`src/spve_divider.sv`:
```
// ----------------------------------------------------------------------------
// spve_divider
// Pipelined restoring divider, one quotient bit per register stage, with a
// per-transaction divisor and a sideband tag that travels alongside.
// ----------------------------------------------------------------------------
module spve_divider #(
   parameter int QW = 24,
   parameter int DW = 32,
   parameter int TW = 8
) (
   input  logic          clock,
   input  logic          reset,
   input  logic          enable,
   input  logic          in_valid,
   input  logic [DW-1:0] in_rem,
   input  logic [QW-1:0] in_bits,
   input  logic [DW-1:0] in_divisor,
   input  logic [TW-1:0] in_tag,
   output logic          out_valid,
   output logic [QW-1:0] out_quot,
   output logic [TW-1:0] out_tag
);

   logic          valid_ff [QW];
   logic [DW-1:0] rem_ff   [QW];
   logic [QW-1:0] nq_ff    [QW];
   logic [DW-1:0] div_ff   [QW];
   logic [TW-1:0] tag_ff   [QW];

   for (genvar i = 0; i < QW; i++) begin : g_stage
      logic          src_valid;
      logic [DW-1:0] src_rem;
      logic [QW-1:0] src_nq;
      logic [DW-1:0] src_div;
      logic [TW-1:0] src_tag;
      logic [DW:0]   rem2;
      logic [DW:0]   diff;
      logic          ge;
      logic [QW:0]   nq_wide;
      logic [DW-1:0] rem_in;
      logic [QW-1:0] nq_in;

      if (i == 0) begin : g_first
         assign src_valid = in_valid;
         assign src_rem   = in_rem;
         assign src_nq    = in_bits;
         assign src_div   = in_divisor;
         assign src_tag   = in_tag;
      end else begin : g_next
         assign src_valid = valid_ff[i-1];
         assign src_rem   = rem_ff[i-1];
         assign src_nq    = nq_ff[i-1];
         assign src_div   = div_ff[i-1];
         assign src_tag   = tag_ff[i-1];
      end

      always_comb begin
         rem2    = {src_rem, src_nq[QW-1]};
         diff    = rem2 - {1'b0, src_div};
         ge      = (rem2 >= {1'b0, src_div});
         rem_in  = ge ? diff[DW-1:0] : rem2[DW-1:0];
         nq_wide = {src_nq, ge};
         nq_in   = nq_wide[QW-1:0];
      end

      always_ff @(posedge clock) begin
         if (reset) begin
            valid_ff[i] <= 1'b0;
         end else if (enable) begin
            valid_ff[i] <= src_valid;
         end
         if (enable) begin
            rem_ff[i] <= rem_in;
            nq_ff[i]  <= nq_in;
            div_ff[i] <= src_div;
            tag_ff[i] <= src_tag;
         end
      end
   end

   assign out_valid = valid_ff[QW-1];
   assign out_quot  = nq_ff[QW-1];
   assign out_tag   = tag_ff[QW-1];

endmodule

```
`config.mk`:
```
export PLATFORM = sky130hd
export DESIGN_NAME = spve_divider
export DESIGN_NICKNAME = d
export VERILOG_FILES = /design/src/spve_divider.sv
export SDC_FILE = /design/constraint.sdc
export NUM_CORES = 2
export LEC_CHECK = 0
export BUFFER_PORTS_ARGS = -buffer_cell sky130_fd_sc_hd__buf_2
export CAP_MARGIN = 5
export CORE_ASPECT_RATIO = 0.9
export CORE_MARGIN = 1
export CORE_UTILIZATION = 43
export DETAILED_ROUTE_END_ITERATION = 8
export HOLD_SLACK_MARGIN = 0.08
export PLACE_DENSITY = 0.63
export SLEW_MARGIN = 10
export SYNTH_ARGS = -nofsm -noshare
export SYNTH_HDL_FRONTEND = slang
export SYNTH_SLANG_ARGS = --single-unit
```
`constraint.sdc`:
```
create_clock -name clock -period 3.7 [get_ports clock]
set_input_delay 0.555 -clock clock [delete_from_list [all_inputs] [get_ports clock]]
set_output_delay 0.555 -clock clock [all_outputs]
set_load 0.1 [all_outputs]
```
==> impl_metrics.env <==
export IMPL_outcome="complete, but fails checks"
export IMPL_failed_checks="negative setup slack"
export IMPL_first_iter_violations=6250
export IMPL_yosysTopAreaCell="edfxtp_1"
export IMPL_clock_latency_ns=0.93
export IMPL_cp_max_fo=8
export IMPL_finClkSkew_ns=0.0837
export IMPL_min_path_cells=4
export IMPL_die_height_um=498
export IMPL_synth_simple_area_share=0.0777
export IMPL_dp_hpwl_um=216000
export IMPL_wl_um=289000
export IMPL_numClockSinks=2264
export IMPL_criticalPathCategory="reg -> reg"
export IMPL_cts_htree_levels=4
export IMPL_antenna_found_initial=7
export IMPL_rsz0062_at_grt="true"
export IMPL_globalRouteOverflowTotal=0
export IMPL_io_pins=133
export IMPL_syn2layout_area_growth_pct=16.8
export IMPL_fin_util=0.506
export IMPL_grt_start_max_net_pins=122
export IMPL_synthDistinctLibCells=98
export IMPL_start_kind="flip-flop"
export IMPL_dr_pass1_iters=6
export IMPL_cts_inserted_buffers=242
export IMPL_ff_latch_area_um2=68000
export IMPL_core_um2=271000
export IMPL_grt_pass1_vias=74970
export IMPL_final_nets=11398
export IMPL_synth_avg_cell_area_um2=12.2
export IMPL_r2r_slack_ns=-0.16
export IMPL_async_reset_ff_frac=0
export IMPL_required_ns=4.33
export IMPL_finalCritPeriodShare=1.04
export IMPL_min_from="in_bits[23]"
export IMPL_drive_above_1_share=0.164
export IMPL_min_to="rem_ff[0][0]$_DFFE_PP_"
export IMPL_route_met2_wl_um=119000
export IMPL_synth_top_family_by_area="compound AO/OA/AOI/OAI gates"
export IMPL_synthXorXnorAreaFrac=0.0454
export IMPL_synth_seq_cells=2264
export IMPL_ys_warnings_count=0
export IMPL_critPathMaxStageDelay_ns=0.46
export IMPL_ir_drop_mv=0.450
export IMPL_setup_viol=32
export IMPL_rows=181
export IMPL_cts_clk_slew_worst_paths_ns=0.06
export IMPL_path_cells="inv_2 -> ha_4 -> nor2b_4 -> o2111ai_2 -> nand4b_1 -> a221oi_4 -> a31oi_4 -> a21oi_2 -> o211ai_1 -> a221o_1 -> a41oi_4 -> buf_12 -> buf_12 -> buf_16 -> mux2_4"
export IMPL_ant_nets=0
export IMPL_initial_utilization=0.433
export IMPL_hold_slack_ns=0.221
export IMPL_cap_violations=0
export IMPL_drv_slew=0
export IMPL_synthFlopType="edfxtp_1"
export IMPL_crit_arrival_ns=4.49
export IMPL_cellLeakagePower_nw=55.8
export IMPL_wl_per_cell_um=20.2
export IMPL_r2r_start="div_ff[1][97]$_DFFE_PP_"
export IMPL_r2r_cells=15
export IMPL_synth_edff_count=2264
export IMPL_end_kind="flip-flop"
export IMPL_syn_inst=9594
export IMPL_viasPerCell=5.42
export IMPL_p_per_area_nw_per_um2=883
export IMPL_fmax_mhz=259
export IMPL_io_buffer_count=132
export IMPL_yosys_top_cells_area="edfxtp_1, ha_1, mux2_2"
export IMPL_track_usage=0.204
export IMPL_die_area_um2=275000
export IMPL_routed_top_layer="met4"
export IMPL_multiInputGateArea_um2=45600
export IMPL_synth_compound_area_frac=0.130
export IMPL_tritoncts="yes"
export IMPL_worstMarginPinSlew_ns=0.922
export IMPL_synthMuxAreaShare=0.0425
export IMPL_relSlewSlack=0.380
export IMPL_fillers=23358
export IMPL_fin_crit_ns=3.86
export IMPL_total_power_mw=121
export IMPL_synth_fa_ha_area_frac=0.0858
export IMPL_synthDominantCellAreaShare=0.579
export IMPL_clock_tree_buffer_depth=4
export IMPL_syn_area_um2=117000
export IMPL_drc=0
export IMPL_die_w_um=553
export IMPL_m1WireLength_um=146000
export IMPL_place_congestion=0.922
export IMPL_vias=77416
export IMPL_seq_area_frac_synth=0.579
export IMPL_r2r_end="rem_ff[1][150]$_DFFE_PP_"
export IMPL_dr_wl_met3_um=16600
export IMPL_cpMaxStageDelayCell="a221oi_4"
export IMPL_crit_top_cell="buf_12"
export IMPL_finalHoldViolations=0
export IMPL_syn_num_nets=10485
export IMPL_clockRootBuffer="clkbuf_16"
export IMPL_hold_class="in -> reg"
export IMPL_setup_tns_ns=-2.76
export IMPL_grt_pass1_wl_um=441000
export IMPL_finalWorstSetupSlack_ns=-0.156
## power breakdown
| group | total (mW) | internal, mW | switching (mW) |
|---|---|---|---|
| combinational | 55.8 | 26.0 | 29.8 |
| sequential | 41.2 | 36.9 | 4.35 |
| clock | 24.1 | 13.9 | 10.1 |
| total | 121 | 76.8 | 44.3 |
## worst max-delay path, delay by kind of cell, from the launching register on
kind	cells	cell delay (ns)
simple gates	2	0.41
flops	1	0.41
mux	1	0.30
buf+inv	4	0.50
compound gates	7	1.75
fa+ha+maj	1	0.20
## timing repair
item	4_1_cts	5_1_grt
endpoints found under the hold margin	97	0
pin swaps	12	47
endpoints found under the setup margin	224	466
gates resized for setup	74	137
buffers inserted	19	39
hold buffers	95	0
gates cloned	4	6
## routing by layer
layer,global-route usage,vias to the layer above
li1,-,37328
met1,0.320,37431
met2,0.296,2238
met3,0.0265,419
met4,0.0510,0
met5,0,-
## cell usage after synthesis (all sizes together) (106+ instances only)
library cell / n
clkbuf: 156
xnor2: 360
inv: 964
o21ai: 578
mux2: 393
edfxtp: 2264
ha: 768
a21o: 394
nand3: 157
nor2b: 114
nand4: 124
xor2: 248
nand2: 636
a21oi: 688
nor2: 421
nor3: 106
## kinds of logic (layout without fill, tap and decap cells)
family | after synthesis | count (layout)
compound gates | 2384 | 2387
flops | 2264 | 2264
simple gates | 1913 | 1913
buf+inv | 1195 | 2306
fa+ha+maj | 791 | 791
xor+xnor | 608 | 608
mux | 439 | 439
other cells | 0 | 2
## stage by stage
stage	setup WS (ns)	instance area, um^2	cells
after floorplan	0.249	117000	9594
after detailed placement	-0.275	127000	13674
after global routing	-0.223	137000	14277
after global placement	-0.270	127000	13674
final	-0.156	137000	14278
after CTS	-0.0300	136000	14236
## cells in the final DEF, fill, tap and decap left out, drive strengths merged, types with 22 or more instances in the layout
cell type,n
o21bai,86
nand2,636
and3,61
mux2i,46
a21o,394
nor2b,114
edfxtp,2264
and2,65
a21boi,38
dlygate4sd3,95
a211oi,73
bufinv,26
ha,768
nor4,30
a21oi,688
nor2,421
or3,25
clkbuf,278
fa,23
o211ai,35
mux2,393
buf,798
nor3,106
a221oi,22
nand4,124
xor2,248
clkinv,110
clkinvlp,23
o21a,92
o31ai,70
nand2b,92
nand3,157
inv,976
o21ai,578
a31oi,80
xnor2,360
## cell type report
| type | count | share of cell area |
|---|---|---|
| clock inverters | 171 | 0.0123 |
| multi-input cells | 6138 | 0.333 |
| clock buffers | 274 | 0.0455 |
| repair buffers | 897 | 0.0547 |
| well taps | 3568 | 0.0326 |
| flip-flops and latches | 2264 | 0.496 |
| diodes | 2 | 0.0000365 |
| inverters | 964 | 0.0264 |
## worst max path at each step
| stage | from | cells after the start | slack [ns] | to |
|---|---|---|---|---|
| floorplan | in_bits[23] | 13 | 0.25 | rem_ff[0][30]$_DFFE_PP_ |
| global placement | rem_ff[0][201]$_DFFE_PP_ | 13 | -0.27 | rem_ff[0][232]$_DFFE_PP_ |
| detailed placement | rem_ff[0][201]$_DFFE_PP_ | 13 | -0.28 | rem_ff[0][229]$_DFFE_PP_ |
| CTS | div_ff[1][97]$_DFFE_PP_ | 15 | -0.03 | rem_ff[1][150]$_DFFE_PP_ |
| global route | div_ff[1][97]$_DFFE_PP_ | 15 | -0.22 | rem_ff[1][150]$_DFFE_PP_ |
| finish | div_ff[1][97]$_DFFE_PP_ | 15 | -0.16 | rem_ff[1][150]$_DFFE_PP_ |
## state kept, by name (all words and copies together), names as in the netlist
| name | count |
|---|---|
| div_ff | 736 |
| nq_ff | 576 |
| tag_ff | 192 |
| valid_ff | 24 |
| rem_ff | 736 |
No activity file was read; power rests on OpenSTA's default activity.
